<file path="src/rtl/efe_pkg.sv">
// ----------------------------------------------------------------------------
// efe_pkg
// Shared types and constants for the segment field extractor.
// ----------------------------------------------------------------------------
package efe_pkg;

    // Configuration register indexes
    localparam int unsigned CFG_IDX_W = 2;
    localparam logic [CFG_IDX_W-1:0] REG_ELEMENT_SEP   = 2'd0;
    localparam logic [CFG_IDX_W-1:0] REG_COMPONENT_SEP = 2'd1;
    localparam logic [CFG_IDX_W-1:0] REG_RELEASE_CHAR  = 2'd2;

    // Register reset values: '+', ':', '?'
    localparam logic [7:0] ELEMENT_SEP_RST   = 8'd43;
    localparam logic [7:0] COMPONENT_SEP_RST = 8'd58;
    localparam logic [7:0] RELEASE_CHAR_RST  = 8'd63;

    // Tag plus its separator
    localparam logic [2:0] SKIP_BYTES = 3'd4;
    localparam logic [7:0] COUNT_MAX  = 8'hFF;

    // Output queue
    localparam int unsigned FIFO_DEPTH = 4;
    localparam int unsigned FIFO_PTR_W = $clog2(FIFO_DEPTH);
    localparam int unsigned FIFO_CNT_W = $clog2(FIFO_DEPTH + 1);

    typedef enum logic [1:0] {
        KIND_DATA      = 2'd0,
        KIND_FOUND     = 2'd1,
        KIND_NOT_FOUND = 2'd2
    } t_kind;

    typedef struct packed {
        t_kind      kind;
        logic [7:0] value;
    } t_result;

    // Up to two results produced by one input item, res0 first
    typedef struct packed {
        logic [1:0] cnt;
        t_result    res1;
        t_result    res0;
    } t_push;

endpackage

</file>
<file path="src/rtl/efe_parser.sv">
// ----------------------------------------------------------------------------
// efe_parser
// Per-byte segment scanner: separator counting, capture control and the
// one-byte hold that lets the segment terminator be dropped.
// ----------------------------------------------------------------------------
module efe_parser (
    input  logic                       i_clk,
    input  logic                       i_rst_n,
    input  logic                       i_accept,
    input  logic [7:0]                 i_seg_byte,
    input  logic                       i_seg_end,
    input  logic [7:0]                 i_want_element,
    input  logic [7:0]                 i_want_component,
    input  logic                       i_cfg_we,
    input  logic [efe_pkg::CFG_IDX_W-1:0] i_cfg_index,
    input  logic [7:0]                 i_cfg_data,
    output efe_pkg::t_push             o_push
);
    import efe_pkg::*;

    // Configuration
    logic [7:0] r_element_sep;
    logic [7:0] r_component_sep;
    logic [7:0] r_release_char;

    // Segment state
    logic [2:0] r_pos,       n_pos;
    logic [7:0] r_prev,      n_prev;
    logic [7:0] r_elem_cnt,  n_elem_cnt;
    logic [7:0] r_comp_cnt,  n_comp_cnt;
    logic       r_capturing, n_capturing;
    logic [7:0] r_held,      n_held;
    logic       r_held_vld,  n_held_vld;
    logic       r_finished,  n_finished;
    t_push      n_push;

    // Next state and results for the item at the input
    always_comb begin
        logic    short_seg;
        logic    escaped;
        logic    fin_cap;
        t_result res;

        n_pos       = r_pos;
        n_prev      = i_seg_byte;
        n_elem_cnt  = r_elem_cnt;
        n_comp_cnt  = r_comp_cnt;
        n_capturing = r_capturing;
        n_held      = r_held;
        n_held_vld  = r_held_vld;
        n_finished  = r_finished;
        n_push      = '0;
        short_seg   = (r_pos < SKIP_BYTES);
        escaped     = (r_prev == r_release_char);
        fin_cap     = 1'b0;
        res         = '0;

        if (!r_finished) begin
            if (short_seg) begin
                if (r_pos == SKIP_BYTES - 3'd1 && i_want_element == 8'd0
                        && i_want_component == 8'd0) begin
                    n_capturing = 1'b1;
                end
                n_pos = r_pos + 3'd1;
            end else if (i_seg_byte == r_element_sep && !escaped) begin
                if (r_capturing) begin
                    fin_cap = 1'b1;
                end else begin
                    n_elem_cnt = (r_elem_cnt == COUNT_MAX) ? r_elem_cnt
                                                           : r_elem_cnt + 8'd1;
                    n_comp_cnt = 8'd0;
                    if (n_elem_cnt == i_want_element && i_want_component == 8'd0) begin
                        n_capturing = 1'b1;
                    end
                end
            end else if (i_seg_byte == r_component_sep && !escaped) begin
                n_comp_cnt = (r_comp_cnt == COUNT_MAX) ? r_comp_cnt
                                                       : r_comp_cnt + 8'd1;
                if (r_capturing) begin
                    fin_cap = 1'b1;
                end else if (r_elem_cnt == i_want_element
                        && n_comp_cnt == i_want_component) begin
                    n_capturing = 1'b1;
                end
            end else if (r_capturing && !i_seg_end) begin
                // shift the new byte into the hold, release the old one
                if (r_held_vld) begin
                    res.kind     = KIND_DATA;
                    res.value    = r_held;
                    n_push.res0  = res;
                    n_push.cnt   = 2'd1;
                end
                n_held     = i_seg_byte;
                n_held_vld = 1'b1;
            end
        end

        // Closing separator, or segment end while capturing
        if (fin_cap || (i_seg_end && !n_finished && n_capturing && !short_seg)) begin
            if (n_held_vld) begin
                res.kind    = KIND_DATA;
                res.value   = n_held;
                n_push.res0 = res;
                res.kind    = KIND_FOUND;
                res.value   = 8'd0;
                n_push.res1 = res;
                n_push.cnt  = 2'd2;
            end else begin
                res.kind    = KIND_FOUND;
                res.value   = 8'd0;
                n_push.res0 = res;
                n_push.cnt  = 2'd1;
            end
            n_held_vld  = 1'b0;
            n_capturing = 1'b0;
            n_finished  = 1'b1;
        end else if (i_seg_end && !n_finished) begin
            res.kind    = KIND_NOT_FOUND;
            res.value   = 8'd0;
            n_push.res0 = res;
            n_push.cnt  = 2'd1;
        end

        // Segment end returns everything to the start state
        if (i_seg_end) begin
            n_pos       = 3'd0;
            n_prev      = 8'd0;
            n_elem_cnt  = 8'd0;
            n_comp_cnt  = 8'd0;
            n_capturing = 1'b0;
            n_held      = 8'd0;
            n_held_vld  = 1'b0;
            n_finished  = 1'b0;
        end

        if (!i_accept) begin
            n_push = '0;
        end
    end

    assign o_push = n_push;

    // Configuration registers
    always_ff @(posedge i_clk) begin
        if (!i_rst_n) begin
            r_element_sep   <= ELEMENT_SEP_RST;
            r_component_sep <= COMPONENT_SEP_RST;
            r_release_char  <= RELEASE_CHAR_RST;
        end else if (i_cfg_we) begin
            unique case (i_cfg_index)
                REG_ELEMENT_SEP:   r_element_sep   <= i_cfg_data;
                REG_COMPONENT_SEP: r_component_sep <= i_cfg_data;
                REG_RELEASE_CHAR:  r_release_char  <= i_cfg_data;
                default: ;
            endcase
        end
    end

    // Segment state registers
    always_ff @(posedge i_clk) begin
        if (!i_rst_n) begin
            r_pos       <= 3'd0;
            r_prev      <= 8'd0;
            r_elem_cnt  <= 8'd0;
            r_comp_cnt  <= 8'd0;
            r_capturing <= 1'b0;
            r_held      <= 8'd0;
            r_held_vld  <= 1'b0;
            r_finished  <= 1'b0;
        end else if (i_accept) begin
            r_pos       <= n_pos;
            r_prev      <= n_prev;
            r_elem_cnt  <= n_elem_cnt;
            r_comp_cnt  <= n_comp_cnt;
            r_capturing <= n_capturing;
            r_held      <= n_held;
            r_held_vld  <= n_held_vld;
            r_finished  <= n_finished;
        end
    end

endmodule

</file>
<file path="src/rtl/efe_out_fifo.sv">
// ----------------------------------------------------------------------------
// efe_out_fifo
// Small result queue: takes up to two results per cycle, gives one.
// ----------------------------------------------------------------------------
module efe_out_fifo (
    input  logic                          i_clk,
    input  logic                          i_rst_n,
    input  efe_pkg::t_push                i_push,
    input  logic                          i_pop,
    output efe_pkg::t_result              o_head,
    output logic                          o_not_empty,
    output logic [efe_pkg::FIFO_CNT_W-1:0] o_count
);
    import efe_pkg::*;

    t_result                r_mem [FIFO_DEPTH];
    logic [FIFO_PTR_W-1:0]  r_wr_ptr, n_wr_ptr;
    logic [FIFO_PTR_W-1:0]  r_rd_ptr, n_rd_ptr;
    logic [FIFO_CNT_W-1:0]  r_count,  n_count;
    logic [FIFO_PTR_W-1:0]  wr_ptr_nxt;
    logic                   pop_ok;

    assign pop_ok     = i_pop && (r_count != '0);
    assign wr_ptr_nxt = r_wr_ptr + FIFO_PTR_W'(1);

    // Pointer and fill bookkeeping
    always_comb begin
        n_wr_ptr = r_wr_ptr + FIFO_PTR_W'(i_push.cnt);
        n_rd_ptr = pop_ok ? r_rd_ptr + FIFO_PTR_W'(1) : r_rd_ptr;
        n_count  = r_count + FIFO_CNT_W'(i_push.cnt) - FIFO_CNT_W'(pop_ok);
    end

    always_ff @(posedge i_clk) begin
        if (!i_rst_n) begin
            r_wr_ptr <= '0;
            r_rd_ptr <= '0;
            r_count  <= '0;
        end else begin
            r_wr_ptr <= n_wr_ptr;
            r_rd_ptr <= n_rd_ptr;
            r_count  <= n_count;
        end
    end

    // Storage: first result at the write pointer, second just after
    always_ff @(posedge i_clk) begin
        if (i_push.cnt != 2'd0) begin
            r_mem[r_wr_ptr] <= i_push.res0;
        end
        if (i_push.cnt == 2'd2) begin
            r_mem[wr_ptr_nxt] <= i_push.res1;
        end
    end

    assign o_head      = r_mem[r_rd_ptr];
    assign o_not_empty = (r_count != '0);
    assign o_count     = r_count;

endmodule

</file>
<file path="src/rtl/edifact_field_extractor_core.sv">
// ----------------------------------------------------------------------------
// edifact_field_extractor_core
// Streams the bytes of one requested element/component out of each segment.
//
//   Channel   Dir  Handshake                   Contents
//   s_axis    in   tvalid/tready               one segment byte, tlast = end
//   m_axis    out  tvalid/tready               data byte or end-of-field code
//   cfg       in   i_cfg_we (no wait)          separators and release char
//
// One byte accepted per cycle while s_axis_tready is high; results leave one
// per cycle while m_axis_tready is high, via a four-entry queue. A byte that
// closes a field can give two results, so input ready drops while more than
// two queue entries are full. Results enter the queue in the cycle after the
// byte. Reset is synchronous: segment state clears, registers take defaults.
// ----------------------------------------------------------------------------
module edifact_field_extractor_core (
    input  logic                          i_clk,
    input  logic                          i_rst_n,
    // tdata: [7:0] seg_byte, [15:8] want_element, [23:16] want_component
    input  logic [23:0]                   s_axis_tdata,
    input  logic                          s_axis_tlast,
    input  logic                          s_axis_tvalid,
    output logic                          s_axis_tready,
    // tdata: [7:0] value
    output logic [7:0]                    m_axis_tdata,
    // tuser: [1:0] kind
    output logic [1:0]                    m_axis_tuser,
    output logic                          m_axis_tvalid,
    input  logic                          m_axis_tready,
    input  logic                          i_cfg_we,
    input  logic [efe_pkg::CFG_IDX_W-1:0] i_cfg_index,
    input  logic [7:0]                    i_cfg_data
);
    import efe_pkg::*;

    logic                  accept;
    t_push                 push;
    t_result               head;
    logic                  not_empty;
    logic [FIFO_CNT_W-1:0] count;

    // Room for the worst case of two results
    assign s_axis_tready = (count <= FIFO_CNT_W'(FIFO_DEPTH - 2));
    assign accept        = s_axis_tvalid && s_axis_tready;

    efe_parser u_parser (
        .i_clk            (i_clk),
        .i_rst_n          (i_rst_n),
        .i_accept         (accept),
        .i_seg_byte       (s_axis_tdata[7:0]),
        .i_seg_end        (s_axis_tlast),
        .i_want_element   (s_axis_tdata[15:8]),
        .i_want_component (s_axis_tdata[23:16]),
        .i_cfg_we         (i_cfg_we),
        .i_cfg_index      (i_cfg_index),
        .i_cfg_data       (i_cfg_data),
        .o_push           (push)
    );

    efe_out_fifo u_fifo (
        .i_clk       (i_clk),
        .i_rst_n     (i_rst_n),
        .i_push      (push),
        .i_pop       (m_axis_tready),
        .o_head      (head),
        .o_not_empty (not_empty),
        .o_count     (count)
    );

    assign m_axis_tvalid = not_empty;
    assign m_axis_tdata  = head.value;
    assign m_axis_tuser  = head.kind;

endmodule
</file>
<file path="config.mk">
export PLATFORM = sky130hd
export DESIGN_NAME = edifact_field_extractor_core
export DESIGN_NICKNAME = d
export VERILOG_FILES = /design/src/rtl/efe_pkg.sv /design/src/rtl/efe_parser.sv /design/src/rtl/efe_out_fifo.sv /design/src/rtl/edifact_field_extractor_core.sv
export SDC_FILE = /design/constraint.sdc
export NUM_CORES = 1
export LEC_CHECK = 0
export CORE_UTILIZATION = 45
export DETAILED_ROUTE_END_ITERATION = 10
export DONT_BUFFER_PORTS = 1
export GPL_TIMING_DRIVEN = 0
export PLACE_DENSITY = 0.67
export SLEW_MARGIN = 15
export SYNTH_ARGS = -nofsm -noshare
export SYNTH_HDL_FRONTEND = slang
export SYNTH_SLANG_ARGS = --single-unit
</file>
<file path="constraint.sdc">
create_clock -name i_clk -period 5.2 [get_ports i_clk]
set_input_delay 0.26 -clock i_clk [delete_from_list [all_inputs] [get_ports i_clk]]
set_output_delay 0.26 -clock i_clk [all_outputs]
set_load 0.1 [all_outputs]
</file>
== After elaboration in Yosys (flattened, before gate mapping) ==
Memory sizes are Yosys's and may differ from the RTL's. A register that Yosys moved wholly into a read port is not among the register bits.
Cells that the tools add are included.

* Bits in registers: 69
* Memories kept: 1
* Bits in writable memories: 40

* Equality and inequality tests: 16
* $lt $le $gt $ge: 2
* Multiplexer cells: 75
* Reduce and logical (&&, ||, !) cells: 33
* Add/sub/neg operators: 8

{| class="wikitable"
|+ Memory list
! name !! depth !! width !! read ports !! clocked after memory_dff !! wr ports !! line !! source
|-
| u_fifo.r_mem || 4 || 10 || 1 || 1 || 2 || efe_out_fifo.sv:16 || <nowiki>t_result r_mem [FIFO_DEPTH];</nowiki>
|}

{| class="wikitable"
|+ Operator list
! cell !! count
|-
| $mux W8 || 21
|-
| $mux W10 || 7
|-
| $eq A8 B8 Y1 || 6
|-
| $mux W1 || 30
|-
| $mux W9 || 3
|-
| $mux W22 || 1
|-
| $mux W2 || 10
|-
| $add A8 B1 Y8 const B || 2
|-
| $eq A8 B8 Y1 const B || 2
|-
| $logic_not A8 Y1 || 2
|-
| $logic_and A1 B1 Y1 || 12
|-
| $reduce_and A5 Y1 || 2
|-
| $mux W3 || 3
|-
| $reduce_and A2 Y1 || 4
|-
| $reduce_bool A2 Y1 || 4
|-
| $ne A2 B2 Y1 const B || 3
|-
| $reduce_bool A3 Y1 || 2
|-
| $add A2 B1 Y2 const B || 2
|-
| $eq A2 B2 Y1 const B || 2
|-
| $logic_not A1 Y1 || 4
|-
| $add A3 B1 Y3 const B || 1
|-
| $add A3 B2 Y3 || 1
|-
| $eq A3 B2 Y1 const B || 1
|-
| $le A3 B2 Y1 const B || 1
|-
| other kinds (8) || 8
|}

== Logic depth before layout (Yosys ltp) ==
* Depth in word-level cells: 18
* Depth in mapped cells: 19
* Mapped depth without buffers: 18

== Hierarchy ==
Synthesis repeated with hierarchy kept, for this count alone.

* Cell total of the unflattened synthesis: 634
* Area total of the unflattened synthesis: 6493.7 um^2

{| class="wikitable"
|+ Modules (own cells, without submodules)
! module !! times used !! seq. area each (um^2) !! cells an instance !! area each (um^2)
|-
| efe_parser || 1 || 1241.2 || 486 || 3950.0
|-
| efe_out_fifo || 1 || 1381.3 || 146 || 2528.7
|-
| edifact_field_extractor_core || 1 || 0.0 || 2 || 15.0
|}

== Least setup slack after synthesis ==
OpenSTA, ideal clock, no wires.

* Path type: reg-to-reg
* From: register u_fifo.r_count[1], in the netlist u_fifo.o_count[1]
* To: register u_fifo.r_count[2], in the netlist u_fifo.o_count[2]
* Stages on the path, launching flop included: 10
* Data required time: 5085 ps
* Arrival: 4049 ps
* Slack: 1036 ps
* Path buffers: 0
* Path through: dfxtp_1 -> a21oi_1 -> nand2_1 -> nor4_2 -> nand2_1 -> ha_1 -> fa_1 -> xor2_1 -> xnor2_1 -> and2_1

* Cells in the longest elaborated chain, start to end: 5
* Elaborated cells between the ends (all ways): 7
* Classes of those cells: add/sub (2); order compare (1); mux (1); reduce/logical (3)

{| class="wikitable"
|+ Ends and longest elaborated chain
! item !! line !! source
|-
| from (decl) || efe_out_fifo.sv:19 || <nowiki>logic [FIFO_CNT_W-1:0] r_count, n_count;</nowiki>
|-
| from (signal assigned) || efe_out_fifo.sv:41 || <nowiki>r_count <= n_count;</nowiki>
|-
| $le A3 B2 Y1 || edifact_field_extractor_core.sv:43 || <nowiki>assign s_axis_tready = (count <= FIFO_CNT_W'(FIFO_DEPTH - 2));</nowiki>
|-
| via s_axis_tready || edifact_field_extractor_core.sv:23 || <nowiki>output logic s_axis_tready,</nowiki>
|-
| $logic_and A1 B1 Y1 || edifact_field_extractor_core.sv:44 || <nowiki>assign accept = s_axis_tvalid && s_axis_tready;</nowiki>
|-
| $mux W22 || efe_parser.sv:136 || <nowiki>if (!i_accept) begin</nowiki>
|-
| $add A3 B2 Y3 || efe_out_fifo.sv:30 || <nowiki>n_count = r_count + FIFO_CNT_W'(i_push.cnt) - FIFO_CNT_W'(pop_ok);</nowiki>
|-
| $sub A3 B1 Y3 || efe_out_fifo.sv:30 ||
|}

The timed path passes the listed nets, and every way through them passes these cells.
A chain may end at the register's enable or synchronous reset.

== Worst setup path in the final report ==
* From: register u_parser.r_comp_cnt[0]
* To: register u_fifo.r_count[2], in the netlist u_fifo.o_count[2]

* Cells in the longest elaborated chain, start to end: 17
* Elaborated cells between the ends (all ways): 18
* Classes of those cells: add/sub (3); eq/ne (2); mux (9); reduce/logical (4)

{| class="wikitable"
|+ Ends and longest elaborated chain
! item !! line !! source
|-
| from (decl) || efe_parser.sv:30 || <nowiki>logic [7:0] r_comp_cnt, n_comp_cnt;</nowiki>
|-
| from (signal assigned) || efe_parser.sv:174 || <nowiki>r_comp_cnt <= n_comp_cnt;</nowiki>
|-
| $add A8 B1 Y8 / $eq A8 B8 Y1 (equally long branches) || efe_parser.sv:78, efe_parser.sv:77 ||
|-
| $mux W8 * || efe_parser.sv:77 || <nowiki>n_comp_cnt = (r_comp_cnt == COUNT_MAX) ? r_comp_cnt</nowiki>
|-
| $eq A8 B8 Y1 * || efe_parser.sv:82 || <nowiki>&& n_comp_cnt == i_want_component) begin</nowiki>
|-
| $logic_and A1 B1 Y1 * || efe_parser.sv:82 ||
|-
| $mux W1 * || efe_parser.sv:81 || <nowiki>end else if (r_elem_cnt == i_want_element</nowiki>
|-
| $mux W1 * || efe_parser.sv:79 || <nowiki>if (r_capturing) begin</nowiki>
|-
| $mux W1 * || efe_parser.sv:76 || <nowiki>end else if (i_seg_byte == r_component_sep && !escaped) begin</nowiki>
|-
| $mux W1 * || efe_parser.sv:65 || <nowiki>end else if (i_seg_byte == r_element_sep && !escaped) begin</nowiki>
|-
| $mux W1 * || efe_parser.sv:59 || <nowiki>if (short_seg) begin</nowiki>
|-
| $mux W1 * || efe_parser.sv:58 || <nowiki>if (!r_finished) begin</nowiki>
|-
| $logic_and A1 B1 Y1 * (2 in series) || efe_parser.sv:99 || <nowiki>if (fin_cap || (i_seg_end && !n_finished && n_capturing && !short_seg)) begin</nowiki>
|-
| $logic_or A1 B1 Y1 * || efe_parser.sv:99 ||
|-
| $mux W2 * || efe_parser.sv:99 ||
|-
| $mux W22 * || efe_parser.sv:136 ||
|-
| $add A3 B2 Y3 * || efe_out_fifo.sv:30 ||
|-
| $sub A3 B1 Y3 * || efe_out_fifo.sv:30 ||
|}

Every way passes the cells marked *; elsewhere a longest branch is shown, timed or not.

==> flow_summary_export.csv <==
group,metric,value,unit
setup_path,crit_slowest_cell,"or4_1",
setup_path,path_class,"flip-flop to flip-flop",
floorplan,fp.dieArea,13900,um^2
timing,worstMarginPinSlew,1.04,ns
floorplan,row_count,41,
cts,clk_pin_slew,0.07,ns
setup_path,critical_path.most_common_cell,"ha_1",
timing,worst_slew_margin_rel,0.301,
cts,ctsResizeCount,0,
timing,grt_setup_unrepaired,"no",
setup_path,regToRegEndpoint,"u_fifo.o_count[2]",
floorplan,die_y,118,um
placed_design,place.gp.congestion,0.872,
setup_path,reg2reg_slack,0.77,ns
synthesis,async_flop_share,0,
synthesis,synth_cell_types,64,
setup_path,cp_max_fo,10,
timing,min_period,4.43,ns
floorplan,start_util,0.471,
power_and_ir_drop,power.density,319,nW/um^2
placed_design,placed_area,6270,um^2
setup_path,crit_arrival,4.68,ns
worst_hold_path,hold_path.class,"input pin to flip-flop",
power_and_ir_drop,ir_drop,194,uV
final_layout,fin_area,6580,um^2
timing,timing.final.crit_share,0.852,
cts,hold_buffers,0,
cts,clk_path_buf_depth,2,
job,drv_cap,0,
power_and_ir_drop,p_leak,0.00233,uW
grt,track_usage,0.230,
timing,fmax,226,MHz
final_layout,n_fill_cell,1231,
final_layout,nNetsFinal,773,
drt,vias,5237,
synthesis,synth-edff-count,4,
floorplan,die_width,118,um
drt,drt_pass1_iterations,5,
timing,hold_viol_final,0,
synthesis,ys_warn_count,0,
cts,cts_root_buf,"clkbuf_16",
synthesis,syn_area,6040,um^2
synthesis,synth_ff_type,"dfxtp_1",
drt,wire_per_inst,17.1,um
final_layout,drive_above_1_share,0.0727,
synthesis,ys_ff_latch,111,
worst_hold_path,min-delay-start,"i_cfg_data[1]",
synthesis,yosysSeqAreaShare,0.375,
final_layout,area_growth,8.89,%
worst_hold_path,hold_end,"u_parser.r_release_char[1]",
worst_hold_path,whs_path_depth,2,
setup_path,cp_slowest_stage_delay,0.52,ns
status,status,"finished, final reports clean",
timing,setup_tns,0,ns
floorplan,core,12800,um^2
timing,setup_violations,0,
drt,drc_errors,0,
cts,cts_tree,"done",
cts,cts.sinks,111,
drt,drt_iter0_drc,411,
final_layout,final_core_util,0.513,
setup_path,crit_chain,"ha_1 > buf_4 > and4_1 > a21oi_1 > xnor2_1 > nand2_1 > or4_1 > o32ai_2 > o21ai_0 > o21ai_0 > a21o_1 > ha_1 > inv_1 > ha_1 > inv_1 > fa_1 > xor2_1 > xnor2_1 > and2_1",
setup_path,critPathRequiredTime,5.45,ns
cts,clock_latency,0.35,ns
setup_path,end_kind,"flip-flop",
drt,final_antenna_net_count,0,
grt,grt_pass1_vias,5098,
setup_path,start_kind,"flip-flop",
drt,routed_wirelength,15400,um
setup_path,r2r_start,"u_parser.r_comp_cnt[0]",
power_and_ir_drop,p_total,2100,uW
synthesis,synth_area_per_cell,8.47,um^2
drt,via_per_inst,5.81,
grt,grt_first_pass_wirelength,25700,um
timing,fin_ws,0.768,ns
synthesis,synthCells,713,
grt,overflow,0,
final_layout,antennaDiodeCount,0,
cts,post_cts_buffers,0,
placed_design,dp_slack,0.812,ns
placed_design,port_buffers,0,
cts,cts.htree.levels,3,
timing,drv_slew,0,
grt,antenna_found_initial,0,
cts,cts_made_buffers,9,
floorplan,ioPinCount,52,
setup_path,r2r_cells,19,
grt,grt_max_degree,19,
timing,clock_skew,0.0129,ns
placed_design,dp_hpwl,11400,um
synthesis,syn_nets,762,
-- state kept, by name, summed over array words and instances (netlist names), named ones only --
signal	cells
u_fifo.r_mem	40
u_parser.r_comp_cnt	8
u_parser.r_component_sep	8
u_parser.r_elem_cnt	8
u_parser.r_element_sep	8
u_parser.r_held	8
u_parser.r_prev	8
u_parser.r_release_char	8
u_fifo.o_count	3
u_parser.r_pos	3
u_fifo.r_rd_ptr	2
u_fifo.r_wr_ptr	2
u_parser.r_capturing	1
u_parser.r_finished	1
u_parser.r_held_vld	1
-- cell usage after synthesis, types with 3 or more instances --
master / n / area, um^2
a31oi_1: 7 / 43.8
or3_1: 5 / 31.3
nand2_1: 100 / 375
a21o_1: 3 / 22.5
o21bai_1: 4 / 30.0
inv_1: 10 / 37.5
nor2b_1: 30 / 188
nor3b_1: 9 / 67.6
clkbuf_1: 23 / 86.3
a22oi_1: 10 / 75.1
nand3_1: 58 / 290
xnor2_1: 22 / 193
xor2_1: 26 / 228
o221a_2: 3 / 33.8
nor3_1: 10 / 50.1
o22ai_1: 3 / 18.8
o21ai_1: 4 / 20.0
nor2_1: 34 / 128
nand4_1: 7 / 43.8
and2_1: 20 / 125
a21boi_0: 10 / 75.1
nand3b_1: 6 / 45.0
buf_1: 4 / 15.0
or4_1: 3 / 22.5
mux2i_1: 20 / 200
edfxtp_1: 4 / 120
a21oi_1: 54 / 270
and3_1: 7 / 43.8
ha_1: 8 / 100
mux4_2: 10 / 225
buf_4: 5 / 37.5
and4_1: 4 / 35.0
nor4_1: 10 / 62.6
nand2b_1: 10 / 62.6
buf_2: 7 / 35.0
buf_6: 5 / 56.3
o21ai_0: 16 / 80.1
nor4b_1: 3 / 26.3
o21a_1: 3 / 22.5
dfxtp_1: 107 / 2140
-- where the power goes --
group          switching (uW)  leakage (uW)  internal, uW  total (uW)
combinational             313       0.00128           145         457
clock                     326      0.000145           380         706
sequential               34.6      0.000903           900         935
total                     674       0.00233          1420        2100
-- worst max-delay path: cells and delay by family (launching register included) --
family | cells | cell delay, ns
buffers and inverters | 3 | 0.27
xor gates and xnor gates | 3 | 0.44
adders and majority gates | 4 | 0.96
and+or+nand+nor | 4 | 0.93
DFF | 1 | 0.39
AOI/OAI and AO/OA | 5 | 1.33
-- worst max-delay path by stage --
stage | from | to | slack [ns]
2_1_floorplan | u_fifo.o_count[1] | u_fifo.o_count[2] | 1.04
3_3_place_gp | u_fifo.o_count[1] | u_fifo.o_count[2] | 0.59
3_5_place_dp | u_parser.r_comp_cnt[0] | u_fifo.o_count[2] | 0.81
4_1_cts | u_parser.r_comp_cnt[0] | u_fifo.o_count[2] | 0.79
5_1_grt | u_parser.r_elem_cnt[0] | u_fifo.o_count[2] | 0.37
6_report | u_parser.r_comp_cnt[0] | u_fifo.o_count[2] | 0.77
-- stage by stage --
stage / instances / hold slack [ns]
detailed placement: 885 / 0.393
floorplan: 713 / 0.384
finish: 901 / 0.0316
CTS: 901 / 0.0196
global placement: 885 / 0.389
global route: 901 / 0.0156
-- kinds of logic (layout without fill, tap and decap cells) --
family,count (synthesis),in the layout,share of synthesized area
fa+ha+maj,9,9,0.0199
buf+inv,54,70,0.0443
mux,31,31,0.0723
compound gates,132,132,0.137
xor+xnor,48,48,0.0696
flops,111,111,0.375
simple gates,328,328,0.282
-- cell type report --
type | count | area (um^2) | area share
inverters | 10 | 37.5 | 0.00571
well taps | 172 | 215 | 0.0327
flip-flops and latches | 111 | 2260 | 0.344
multi-input cells | 548 | 3530 | 0.537
clock inverters | 5 | 67.6 | 0.0103
clock buffers | 11 | 233 | 0.0354
plain buffers | 44 | 230 | 0.0350
-- per-layer routing --
metal,routed length (um),track usage
met5,0,0
met4,342,0.103
met3,1020,0.0422
met2,7250,0.372
met1,6770,0.299
-- cell usage in the layout, fill, tap and decap left out, types with 8 or more instances in the layout --
| cell type | netlist | final |
|---|---|---|
| a22oi_1 | 10 | 10 |
| nor4_1 | 10 | 10 |
| xor2_1 | 26 | 26 |
| dfxtp_1 | 107 | 107 |
| nand2_1 | 100 | 100 |
| a21boi_0 | 10 | 10 |
| nand2b_1 | 10 | 10 |
| mux4_2 | 10 | 10 |
| nand3_1 | 58 | 58 |
| o21ai_0 | 16 | 16 |
| clkbuf_1 | 23 | 25 |
| inv_1 | 10 | 10 |
| clkbuf_16 | 0 | 9 |
| a21oi_1 | 54 | 53 |
| mux2i_1 | 20 | 20 |
| xnor2_1 | 22 | 22 |
| nor2b_1 | 30 | 30 |
| and2_1 | 20 | 20 |
| nor2_1 | 34 | 34 |
| nor3b_1 | 9 | 8 |
| ha_1 | 8 | 8 |
| nor3_1 | 10 | 9 |
Note: power is estimated with default switching activity, not from simulation.
